File: src/sv/bounded_change_making_macros.svh
// assertion macros for the bounded change making block
`ifndef BOUNDED_CHANGE_MAKING_MACROS_SVH
`define BOUNDED_CHANGE_MAKING_MACROS_SVH

// same-cycle implication under active-low reset
`define BCM_ASSERT_IMPL(label, clk, rst_n, lhs, rhs) \
    label: assert property (@(posedge clk) disable iff (!(rst_n)) (lhs) |-> (rhs)) \
        else $error("bcm assertion failed");

// next-cycle implication under active-low reset
`define BCM_ASSERT_NEXT(label, clk, rst_n, lhs, rhs) \
    label: assert property (@(posedge clk) disable iff (!(rst_n)) (lhs) |=> (rhs)) \
        else $error("bcm assertion failed");

`endif

File: src/sv/bcm_pkg.sv
// shared types and constants for the bounded change making block
`timescale 1ns / 1ps
`default_nettype none

package bcm_pkg;

    localparam int NUM_TYPES  = 4;
    localparam int MAX_STOCK  = 15;
    localparam int VALUE_W    = 10;
    localparam int STOCK_W    = 4;
    localparam int TARGET_W   = 16;
    localparam int TYPE_IDX_W = 2;
    localparam int CFG_IDX_W  = 4;
    localparam int PROD_W     = 14;
    localparam int SUM_W      = 16;
    localparam int TOTAL_W    = 6;

    typedef logic [VALUE_W-1:0]  value_t;
    typedef logic [STOCK_W-1:0]  count_t;
    typedef logic [PROD_W-1:0]   prod_t;
    typedef logic [SUM_W-1:0]    sum_t;
    typedef logic [TOTAL_W-1:0]  total_t;
    typedef logic [TARGET_W-1:0] target_t;
    typedef logic [CFG_IDX_W-1:0] cfg_idx_t;

    typedef value_t [NUM_TYPES-1:0] value_vec_t;
    typedef count_t [NUM_TYPES-1:0] count_vec_t;
    typedef prod_t  [NUM_TYPES-1:0] prod_vec_t;

    // register map
    localparam cfg_idx_t CFG_VALUE_BASE = 4'd0;
    localparam cfg_idx_t CFG_STOCK_BASE = 4'd4;
    localparam cfg_idx_t CFG_END        = 4'd8;

    localparam value_vec_t VALUE_RESET = {10'd10, 10'd5, 10'd2, 10'd1};

    // sequencer controls to the datapath
    typedef struct packed {
        logic start;
        logic step;
    } ctrl_t;

endpackage

`default_nettype wire

File: src/sv/bcm_cfg.sv
// configuration registers: denominations and stock counts
`timescale 1ns / 1ps
`default_nettype none

module bcm_cfg (
    input  wire logic                clk,
    input  wire logic                rst_n,
    input  wire logic                cfg_we,
    input  wire bcm_pkg::cfg_idx_t   cfg_index,
    input  wire bcm_pkg::value_t     cfg_data,
    output bcm_pkg::value_vec_t      coin_value,
    output bcm_pkg::count_vec_t      stock
);

    bcm_pkg::value_vec_t value_reg;
    bcm_pkg::count_vec_t stock_reg;

    always_ff @(posedge clk or negedge rst_n)
    begin
        if (!rst_n)
        begin
            value_reg <= bcm_pkg::VALUE_RESET;
            stock_reg <= '0;
        end
        else if (cfg_we)
        begin
            if (cfg_index < bcm_pkg::CFG_STOCK_BASE)
            begin
                value_reg[cfg_index[bcm_pkg::TYPE_IDX_W-1:0]] <= cfg_data;
            end
            else if (cfg_index < bcm_pkg::CFG_END)
            begin
                stock_reg[cfg_index[bcm_pkg::TYPE_IDX_W-1:0]] <=
                    cfg_data[bcm_pkg::STOCK_W-1:0];
            end
        end
    end

    assign coin_value = value_reg;
    assign stock      = stock_reg;

endmodule

`default_nettype wire

File: src/sv/bcm_odo.sv
// odometer over all count combinations with running per-type products
`timescale 1ns / 1ps
`default_nettype none

module bcm_odo (
    input  wire logic                clk,
    input  wire logic                rst_n,
    input  wire bcm_pkg::ctrl_t      ctrl,
    input  wire bcm_pkg::value_vec_t coin_value,
    input  wire bcm_pkg::count_vec_t stock,
    output bcm_pkg::count_vec_t      cur,
    output bcm_pkg::prod_vec_t       prod,
    output logic                     last
);

    bcm_pkg::count_vec_t cur_reg;
    bcm_pkg::count_vec_t cur_next;
    bcm_pkg::prod_vec_t  prod_reg;
    bcm_pkg::prod_vec_t  prod_next;
    bcm_pkg::count_vec_t lim;
    logic                carry;

    // per-type limit, clamped, unused types held at zero
    always_comb
    begin
        for (int i = 0; i < bcm_pkg::NUM_TYPES; i++)
        begin
            if (stock[i] > bcm_pkg::count_t'(bcm_pkg::MAX_STOCK))
                lim[i] = bcm_pkg::count_t'(bcm_pkg::MAX_STOCK);
            else
                lim[i] = stock[i];
        end
    end

    always_comb
    begin
        last = 1'b1;
        for (int i = 0; i < bcm_pkg::NUM_TYPES; i++)
        begin
            if (cur_reg[i] < lim[i])
                last = 1'b0;
        end
    end

    always_comb
    begin
        cur_next  = cur_reg;
        prod_next = prod_reg;
        carry     = 1'b1;
        if (ctrl.start)
        begin
            cur_next  = '0;
            prod_next = '0;
        end
        else if (ctrl.step)
        begin
            for (int i = 0; i < bcm_pkg::NUM_TYPES; i++)
            begin
                if (carry)
                begin
                    if (cur_reg[i] < lim[i])
                    begin
                        cur_next[i]  = bcm_pkg::count_t'(cur_reg[i] + 1'b1);
                        prod_next[i] = bcm_pkg::prod_t'(prod_reg[i]
                                       + bcm_pkg::prod_t'(coin_value[i]));
                        carry        = 1'b0;
                    end
                    else
                    begin
                        cur_next[i]  = '0;
                        prod_next[i] = '0;
                    end
                end
            end
        end
    end

    always_ff @(posedge clk or negedge rst_n)
    begin
        if (!rst_n)
        begin
            cur_reg  <= '0;
            prod_reg <= '0;
        end
        else
        begin
            cur_reg  <= cur_next;
            prod_reg <= prod_next;
        end
    end

    assign cur  = cur_reg;
    assign prod = prod_reg;

endmodule

`default_nettype wire

File: src/sv/bcm_eval.sv
// shared sum and compare unit with best-so-far registers
`timescale 1ns / 1ps
`default_nettype none

module bcm_eval (
    input  wire logic                clk,
    input  wire logic                rst_n,
    input  wire bcm_pkg::ctrl_t      ctrl,
    input  wire bcm_pkg::target_t    target,
    input  wire bcm_pkg::count_vec_t cur,
    input  wire bcm_pkg::prod_vec_t  prod,
    output logic                     have,
    output bcm_pkg::count_vec_t      best
);

    bcm_pkg::sum_t       sum;
    bcm_pkg::total_t     total;
    logic                hit;
    logic                have_reg;
    bcm_pkg::total_t     best_total_reg;
    bcm_pkg::count_vec_t best_reg;

    always_comb
    begin
        sum   = '0;
        total = '0;
        for (int i = 0; i < bcm_pkg::NUM_TYPES; i++)
        begin
            sum   = bcm_pkg::sum_t'(sum + bcm_pkg::sum_t'(prod[i]));
            total = bcm_pkg::total_t'(total + bcm_pkg::total_t'(cur[i]));
        end
    end

    // later equal-total candidates always lose the tie, so strict less is enough
    assign hit = ctrl.step && (target != '0) && (sum == target)
                 && (!have_reg || (total < best_total_reg));

    always_ff @(posedge clk or negedge rst_n)
    begin
        if (!rst_n)
        begin
            have_reg       <= 1'b0;
            best_total_reg <= '0;
            best_reg       <= '0;
        end
        else if (ctrl.start)
        begin
            have_reg       <= 1'b0;
            best_total_reg <= '0;
            best_reg       <= '0;
        end
        else if (hit)
        begin
            have_reg       <= 1'b1;
            best_total_reg <= total;
            best_reg       <= cur;
        end
    end

    assign have = have_reg;
    assign best = best_reg;

endmodule

`default_nettype wire

File: src/sv/bounded_change_making.sv
// top level: sequencer, input capture and result register
`timescale 1ns / 1ps
`default_nettype none

// Exact change with the fewest coins from a bounded stock. Each target walks every
// combination of per-type counts (0..stock) through one shared sum and compare unit,
// one combination per clock; the finish state then waits until the result register
// is free. in_stall is high during the walk and the finish; a finished result waits
// in the output register and the next target is accepted meanwhile. A zero target
// or no exact match gives found=0 and all counts zero. Ties in coin total go to
// fewer coins of the highest type. Configuration writes are taken any time but must
// only be made while idle.

`include "bounded_change_making_macros.svh"

module bounded_change_making (
    input  wire logic                 clk,
    input  wire logic                 rst_n,
    input  wire logic                 cfg_we,
    input  wire bcm_pkg::cfg_idx_t    cfg_index,
    input  wire bcm_pkg::value_t      cfg_data,
    input  wire logic                 in_valid,
    output logic                      in_stall,
    input  wire bcm_pkg::target_t     target,
    output logic                      out_valid,
    input  wire logic                 out_stall,
    output logic                      found,
    output bcm_pkg::count_t           count_0,
    output bcm_pkg::count_t           count_1,
    output bcm_pkg::count_t           count_2,
    output bcm_pkg::count_t           count_3
);

    typedef enum logic [1:0] {
        ST_IDLE,
        ST_SEARCH,
        ST_FINISH
    } state_t;

    state_t              state_reg;
    bcm_pkg::target_t    target_reg;
    logic                out_valid_reg;
    logic                found_reg;
    bcm_pkg::count_vec_t count_reg;

    bcm_pkg::ctrl_t      ctrl;
    bcm_pkg::value_vec_t coin_value;
    bcm_pkg::count_vec_t stock;
    bcm_pkg::count_vec_t cur;
    bcm_pkg::prod_vec_t  prod;
    logic                last;
    logic                have;
    bcm_pkg::count_vec_t best;
    logic                in_take;
    logic                out_free;

    assign in_take  = in_valid && (state_reg == ST_IDLE);
    assign out_free = !out_valid_reg || !out_stall;

    assign ctrl = '{start: in_take, step: (state_reg == ST_SEARCH)};

    bcm_cfg u_cfg (
        .clk        (clk),
        .rst_n      (rst_n),
        .cfg_we     (cfg_we),
        .cfg_index  (cfg_index),
        .cfg_data   (cfg_data),
        .coin_value (coin_value),
        .stock      (stock)
    );

    bcm_odo u_odo (
        .clk        (clk),
        .rst_n      (rst_n),
        .ctrl       (ctrl),
        .coin_value (coin_value),
        .stock      (stock),
        .cur        (cur),
        .prod       (prod),
        .last       (last)
    );

    bcm_eval u_eval (
        .clk    (clk),
        .rst_n  (rst_n),
        .ctrl   (ctrl),
        .target (target_reg),
        .cur    (cur),
        .prod   (prod),
        .have   (have),
        .best   (best)
    );

    always_ff @(posedge clk or negedge rst_n)
    begin
        if (!rst_n)
        begin
            state_reg     <= ST_IDLE;
            target_reg    <= '0;
            out_valid_reg <= 1'b0;
            found_reg     <= 1'b0;
            count_reg     <= '0;
        end
        else
        begin
            if (out_valid_reg && !out_stall && (state_reg != ST_FINISH))
                out_valid_reg <= 1'b0;
            unique case (state_reg)
                ST_IDLE:
                begin
                    if (in_take)
                    begin
                        target_reg <= target;
                        state_reg  <= ST_SEARCH;
                    end
                end
                ST_SEARCH:
                begin
                    if (last)
                        state_reg <= ST_FINISH;
                end
                ST_FINISH:
                begin
                    if (out_free)
                    begin
                        out_valid_reg <= 1'b1;
                        found_reg     <= have;
                        count_reg     <= have ? best : '0;
                        state_reg     <= ST_IDLE;
                    end
                end
                default:
                begin
                    state_reg <= ST_IDLE;
                end
            endcase
        end
    end

    assign in_stall  = (state_reg != ST_IDLE);
    assign out_valid = out_valid_reg;
    assign found     = found_reg;
    assign count_0   = count_reg[0];
    assign count_1   = count_reg[1];
    assign count_2   = count_reg[2];
    assign count_3   = count_reg[3];

    `BCM_ASSERT_NEXT(a_take_starts_search, clk, rst_n, in_valid && !in_stall, in_stall)
    `BCM_ASSERT_IMPL(a_found_has_coins, clk, rst_n, out_valid && found,
        (count_0 | count_1 | count_2 | count_3) != '0)
    `BCM_ASSERT_IMPL(a_miss_is_zero, clk, rst_n, out_valid && !found,
        (count_0 | count_1 | count_2 | count_3) == '0)
    `BCM_ASSERT_NEXT(a_finish_waits, clk, rst_n,
        (state_reg == ST_FINISH) && out_valid_reg && out_stall, out_valid_reg)

endmodule

`default_nettype wire

File: config.mk
export PLATFORM = sky130hd
export DESIGN_NAME = bounded_change_making
export DESIGN_NICKNAME = d
export VERILOG_FILES = /design/src/sv/bcm_pkg.sv /design/src/sv/bcm_cfg.sv /design/src/sv/bcm_odo.sv /design/src/sv/bcm_eval.sv /design/src/sv/bounded_change_making.sv
export VERILOG_INCLUDE_DIRS = /design/src /design/src/sv
export SDC_FILE = /design/constraint.sdc
export NUM_CORES = 1
export LEC_CHECK = 0
export BUFFER_PORTS_ARGS = -buffer_cell sky130_fd_sc_hd__buf_2
export CELL_PAD_IN_SITES_DETAIL_PLACEMENT = 0
export CELL_PAD_IN_SITES_GLOBAL_PLACEMENT = 1
export CORE_ASPECT_RATIO = 0.75
export CORE_MARGIN = 5
export CORE_UTILIZATION = 53
export CTS_CLUSTER_SIZE = 12
export DETAILED_ROUTE_END_ITERATION = 10
export GPL_TIMING_DRIVEN = 0
export PLACE_DENSITY = 0.84
export SLEW_MARGIN = 20
export SYNTH_ARGS = -nofsm -noshare
export SYNTH_HDL_FRONTEND = slang
export SYNTH_SLANG_ARGS = --single-unit
export TNS_END_PERCENT = 100
File: constraint.sdc
create_clock -name clk -period 9.55 [get_ports clk]
set_clock_uncertainty 0.2 [all_clocks]
set_input_delay 0.955 -clock clk [delete_from_list [all_inputs] [get_ports clk]]
set_output_delay 0.955 -clock clk [all_outputs]
set_load 0.05 [all_outputs]
* Word-level counts from Yosys, hierarchy flattened
Index checks and enable logic that the tools add are counted.
** Operators by class
- $add $sub $neg :: 14
- $lt $le $gt $ge :: 13
- Reductions and logical operators :: 28
- Equal/unequal tests :: 7
- Multiplexer cells :: 56
- Bitwise gates (word level) :: 1
** Operators with widths (count)
- 56-bit 2-to-1 mux :: 2
- 14-bit 2-to-1 mux :: 7
- 16-bit 2-to-1 mux :: 5
- 14-bit by 10-bit adder with 14-bit output :: 4
- 4-bit 2-to-1 mux :: 12
- 40-bit bitwise mux :: 1
- 16-bit by 14-bit adder with 16-bit output :: 2
- 10-bit demux with 2-bit select :: 1
- 1-bit 2-to-1 mux :: 19
- 4-bit by 1-bit adder with 4-bit output (second input constant) :: 4
- 16-bit bitwise mux :: 1
- 16-bit == test :: 1
- 4-bit greater-than comparator (second input constant) :: 4
- 4-bit < comparator :: 4
- 16-bit nonzero test :: 1
- 14-bit by 14-bit adder with 15-bit output :: 1
- 6-bit by 4-bit adder with 6-bit output :: 2
- 6-bit 2-to-1 mux :: 2
- 2-bit AND reduction :: 6
- 2-bit nonzero test :: 6
- 10-bit 2-to-1 mux :: 1
- 4-bit demux with 2-bit select :: 1
- 2-bit inequality test (second input constant) :: 4
- 1-bit logical AND :: 7
- other kinds (15) :: 21
** Storage, ports and cells
- Word-level logic and storage cells :: 149
- Output and inout port bits :: 19
- Register bits :: 187
- Bits of input ports :: 35

* Longest topological paths before layout
- Depth after elaboration :: 15
- Mapped depth :: 23
- Gate-level depth less buffers :: 22

* Cells and area by module
From an unflattened synthesis, not the netlist that was laid out.
** Unflattened totals
- Cells, all modules :: 1121
- Area total of the unflattened synthesis :: 11907.7 µm²
** Modules (own cells, without submodules)
- bcm_odo :: area an instance 5057.4 µm², cells an instance 553, times used 1, seq. area each 1801.7 µm²
- bcm_eval :: area an instance 3215.6 µm², cells an instance 320, times used 1, seq. area each 575.6 µm²
- bcm_cfg :: area an instance 2143.3 µm², cells an instance 128, times used 1, seq. area each 1408.9 µm²
- bounded_change_making :: area an instance 1491.4 µm², cells an instance 120, times used 1, seq. area each 900.9 µm²

* Least setup slack after synthesis
OpenSTA, ideal clock, no wires.
- Path type :: register -> register
- Start point :: register u_odo.prod_reg (netlist bit u_odo.prod[0])
- End point :: register u_eval.best_total_reg[1]
- Setup time :: 125 ps
- Required time :: 9225 ps
- Arrival :: 5233 ps
- Cell stages (with the launch flop) :: 23
- Period minus slack after synthesis :: 5559 ps
- Buffers on the path :: 1
- Setup slack :: 3991 ps
- Path through :: dfrtp_1 > ha_1 > inv_1 > fa_1 > nor2b_1 > o21ai_0 > nand2b_1 > a21o_1 > a31o_2 > a41oi_1 > a221o_1 > xor2_1 > fa_1 > inv_1 > ha_1 > xor2_1 > nor3_1 > or4_1 > or4_4 > a2111oi_4 > nand4b_2 > buf_6 > mux2_4
** Between the ends
- Cells in the longest elaborated chain, start to end :: 7
** Ends and longest elaborated chain
- start, declared :: line bcm_odo.sv:18 : bcm_pkg::prod_vec_t prod_reg;
- start signal, assigned :: line bcm_odo.sv:88 : prod_reg <= prod_next;
- 14-bit by 14-bit adder with 15-bit output :: line bcm_eval.sv:29 : sum = bcm_pkg::sum_t'(sum + bcm_pkg::sum_t'(prod[i]));
- 16-bit by 14-bit adder with 16-bit output (2 in series) :: line bcm_eval.sv:29
- 16-bit == test :: line bcm_eval.sv:35 : assign hit = ctrl.step && (target != '0) && (sum == target)
- 1-bit logical AND :: line bcm_eval.sv:35
- 1-bit logical AND :: line bcm_eval.sv:36 : && (!have_reg || (total < best_total_reg));
- 2-bit nonzero test (no source line)
- end signal, assigned :: line bcm_eval.sv:55 : best_total_reg <= total;
- end, declared :: line bcm_eval.sv:20 : bcm_pkg::total_t best_total_reg;
Every way passes these cells.
A chain may end at the register's enable or synchronous reset.

* Worst setup path after layout
- Start point :: register u_odo.prod_reg (netlist bit u_odo.prod[0])
- End point :: register u_eval.best_total_reg[5]
The elaborated chain is that of the path after synthesis.

==> results.py <==
metrics = {
    "global_routing": {
        "antenna_found_initial": 0,
        "grt_pass1_wl_um": 46900,
        "track_usage": 0.234,
        "grt_pass1_vias": 8773,
        "overflow": 0,
        "grt_max_degree": 96,
    },
    "final_layout": {
        "multiInputGateArea_um2": 6480,
        "most-common-layout-cells": "181 x dfrtp_1, 170 x nand2_1, 121 x inv_1",
        "layout_commonest_cell": "dfrtp_1",
        "finalNetCount": 1458,
        "fillers": 1935,
        "regArea_um2": 4690,
        "n_antenna_cell": 0,
        "largest_reg_flops": 56,
        "drive_gt1_frac": 0.120,
        "syn2layout_area_growth_pct": 10.7,
    },
    "clock_tree": {
        "postCtsHoldBufs": 0,
        "cts_root_buf": "clkbuf_16",
        "cts_made_buffers": 17,
        "insertion_delay_ns": 0.44,
        "cts_sinks": 187,
        "cts_tree": "built",
        "htree_levels": 4,
        "ctsResizeCount": 0,
        "postCtsSetupRepairBufs": 0,
        "clk_pin_slew_worst_paths_ns": 0.08,
        "clock_path_buffers": 2,
    },
    "timing": {
        "slew_violations": 0,
        "setup_viol": 0,
        "fmax_mhz": 154,
        "slew_headroom": 0.393,
        "tns_ns": 0,
        "rsz0062_at_grt": "false",
        "hold_viol": 0,
        "fin_crit_sh": 0.678,
        "worstMarginPinSlew_ns": 0.907,
        "fin_ws_ns": 3.07,
        "post-route-min-period_ns": 6.48,
    },
    "synthesis": {
        "syn_inst": 1227,
        "async_flop_share": 1.00,
        "syn_nets": 1385,
        "synth.avg_cell_area_um2": 9.58,
        "syn_area_um2": 11800,
        "ys_ff_latch": 187,
        "ys_types": 58,
        "seq_area_frac_synth": 0.399,
        "yosys_warnings": 0,
        "ys.flop_type": "dfrtp_1",
        "synth_edf_count": 0,
    },
    "floorplan": {
        "fp.dieW_um": 182,
        "ios": 54,
        "fp-row-count": 47,
        "die_h_um": 139,
        "die_area_um2": 25300,
        "start_util": 0.536,
        "core_um2": 21900,
    },
    "status": {
        "status": "completed",
    },
    "setup_path": {
        "end_kind": "flip-flop",
        "reg2reg_setup_slack_ns": 3.07,
        "critical-path-max-stage-delay_ns": 0.52,
        "crit_buf_inv": 3,
        "crit_family": "compound AO/OA/AOI/OAI gates",
        "crit_arrival_ns": 6.61,
        "start_kind": "flip-flop",
        "cp_slowest_cell": "or4_4",
        "crit_chain": "ha_1 > inv_1 > fa_1 > nor2b_1 > o21ai_0 > nand2b_1 > a21o_1 > a31o_2 > a41oi_1 > a221o_1 > xor2_1 > fa_1 > inv_1 > ha_1 > xor2_1 > nor3_1 > or4_1 > or4_4 > a2111oi_4 > nand4b_2 > buf_6 > mux2_4",
        "path_max_fanout": 10,
        "path_class": "flip-flop to flip-flop",
        "required_ns": 9.68,
    },
    "route": {
        "viasPerCell": 5.62,
        "routed_wl_um": 28500,
        "wl_per_cell_um": 17.7,
        "drtPass1Iterations": 5,
        "vias": 9021,
        "final_antenna_net_count": 0,
        "drc": 0,
        "drt-initial-drc-count": 693,
    },
    "job": {
        "maxCapViolCount": 0,
    },
    "pwr": {
        "peakVddDrop_v": 0.000205,
        "power_leakage_nw": 6.37,
        "power_density_nw_per_um2": 380,
    },
    "placed_design": {
        "place_worst_setup_slack_ns": 3.14,
        "io_buffers": 53,
        "place.gp.congestion": 0.859,
        "dpl.hpwl_um": 22000,
    },
    "worst_hold_path": {
        "hold_path_class": "flip-flop to flip-flop",
    },
}
-- report_power, final --
| part | total, mW | internal, mW | leakage (nW) | switching (mW) |
|---|---|---|---|---|
| Clock | 0.731 | 0.403 | 0.285 | 0.328 |
| Combinational | 2.96 | 1.19 | 3.76 | 1.78 |
| Sequential | 1.25 | 1.03 | 2.32 | 0.212 |
| Total | 4.94 | 2.63 | 6.37 | 2.32 |
-- routing by layer --
| metal | track usage | routed length (um) |
|---|---|---|
| met5 | 0 | 0 |
| met4 | 0.0553 | 435 |
| met1 | 0.350 | 14100 |
| met2 | 0.360 | 12600 |
| met3 | 0.0349 | 1360 |
-- final cells by class --
cell class                      count  share of cell area
Buffer                             33              0.0102
Clock buffer                       20              0.0351
Clock inverter                     11              0.0104
Inverter                          121              0.0349
Multi-Input combinational cell    886               0.498
Sequential cell                   187               0.360
Tap cell                          294              0.0283
Timing Repair Buffer               54              0.0233
-- worst register-to-register path, stage by stage (launching register included) --
cell	delay, ns
dfrtp_1	0.41
ha_1	0.23
inv_1	0.07
fa_1	0.20
nor2b_1	0.06
o21ai_0	0.17
nand2b_1	0.12
a21o_1	0.21
a31o_2	0.26
a41oi_1	0.30
a221o_1	0.26
xor2_1	0.27
fa_1	0.46
inv_1	0.07
ha_1	0.28
xor2_1	0.42
nor3_1	0.13
or4_1	0.51
or4_4	0.52
a2111oi_4	0.46
nand4b_2	0.25
buf_6	0.23
mux2_4	0.30
-- path summary, 6_finish.rpt --
| path | from | to | cells past startpoint |
|---|---|---|---|
| max | u_odo.prod[0] | u_eval.best_total_reg[5] | 22 |
| min | count_3[1] | count_3[1] | 2 |
| max reg2reg | u_odo.prod[0] | u_eval.best_total_reg[5] | 22 |
| min reg2reg | count_3[1] | count_3[1] | 2 |
| max in group asynchronous | rst_n | u_odo.prod[42] | 2 |
| min in group asynchronous | rst_n | u_cfg.coin_value[6] | 1 |
-- stage by stage --
| stage | cells | total power [mW] | area, um^2 | util | hold slack, ns |
|---|---|---|---|---|---|
| final | 1606 | 4.94 | 13000 | 0.593 | 0.275 |
| after CTS | 1606 | 4.95 | 13000 | 0.593 | 0.282 |
| after global placement | 1574 | 4.13 | 12400 | 0.565 | 0.257 |
| after global routing | 1606 | 5.41 | 13000 | 0.593 | 0.292 |
| after detailed placement | 1575 | 4.20 | 12400 | 0.566 | 0.266 |
| after floorplan | 1227 | 3.45 | 11800 | - | 0.275 |
-- Yosys cell counts (14+ instances only) --
cell type / number / area (um^2)
a21oi_1: 66 / 330
mux2i_1: 18 / 180
nor2_1: 40 / 150
dfrtp_1: 181 / 4530
nor3_1: 24 / 120
xnor2_1: 39 / 342
nand2b_1: 18 / 113
xor2_1: 31 / 272
o21ai_0: 93 / 465
nand2_1: 170 / 638
fa_1: 26 / 521
ha_1: 97 / 1210
mux2_2: 51 / 574
inv_1: 121 / 454
a22o_1: 14 / 123
clkbuf_1: 30 / 113
a21o_1: 30 / 225
nand3_1: 29 / 145
-- kinds of logic after synthesis --
| logic type | count (synthesis) | synth area share |
|---|---|---|
| AND/OR/NAND/NOR | 344 | 0.136 |
| multiplexers | 72 | 0.0680 |
| adder cells (fa/ha/maj) | 123 | 0.148 |
| flip-flops | 187 | 0.399 |
| buffers and inverters | 154 | 0.0499 |
| XOR/XNOR | 70 | 0.0522 |
| AO/OA/AOI/OAI | 277 | 0.147 |
Note: power is estimated with default switching activity, not from simulation.
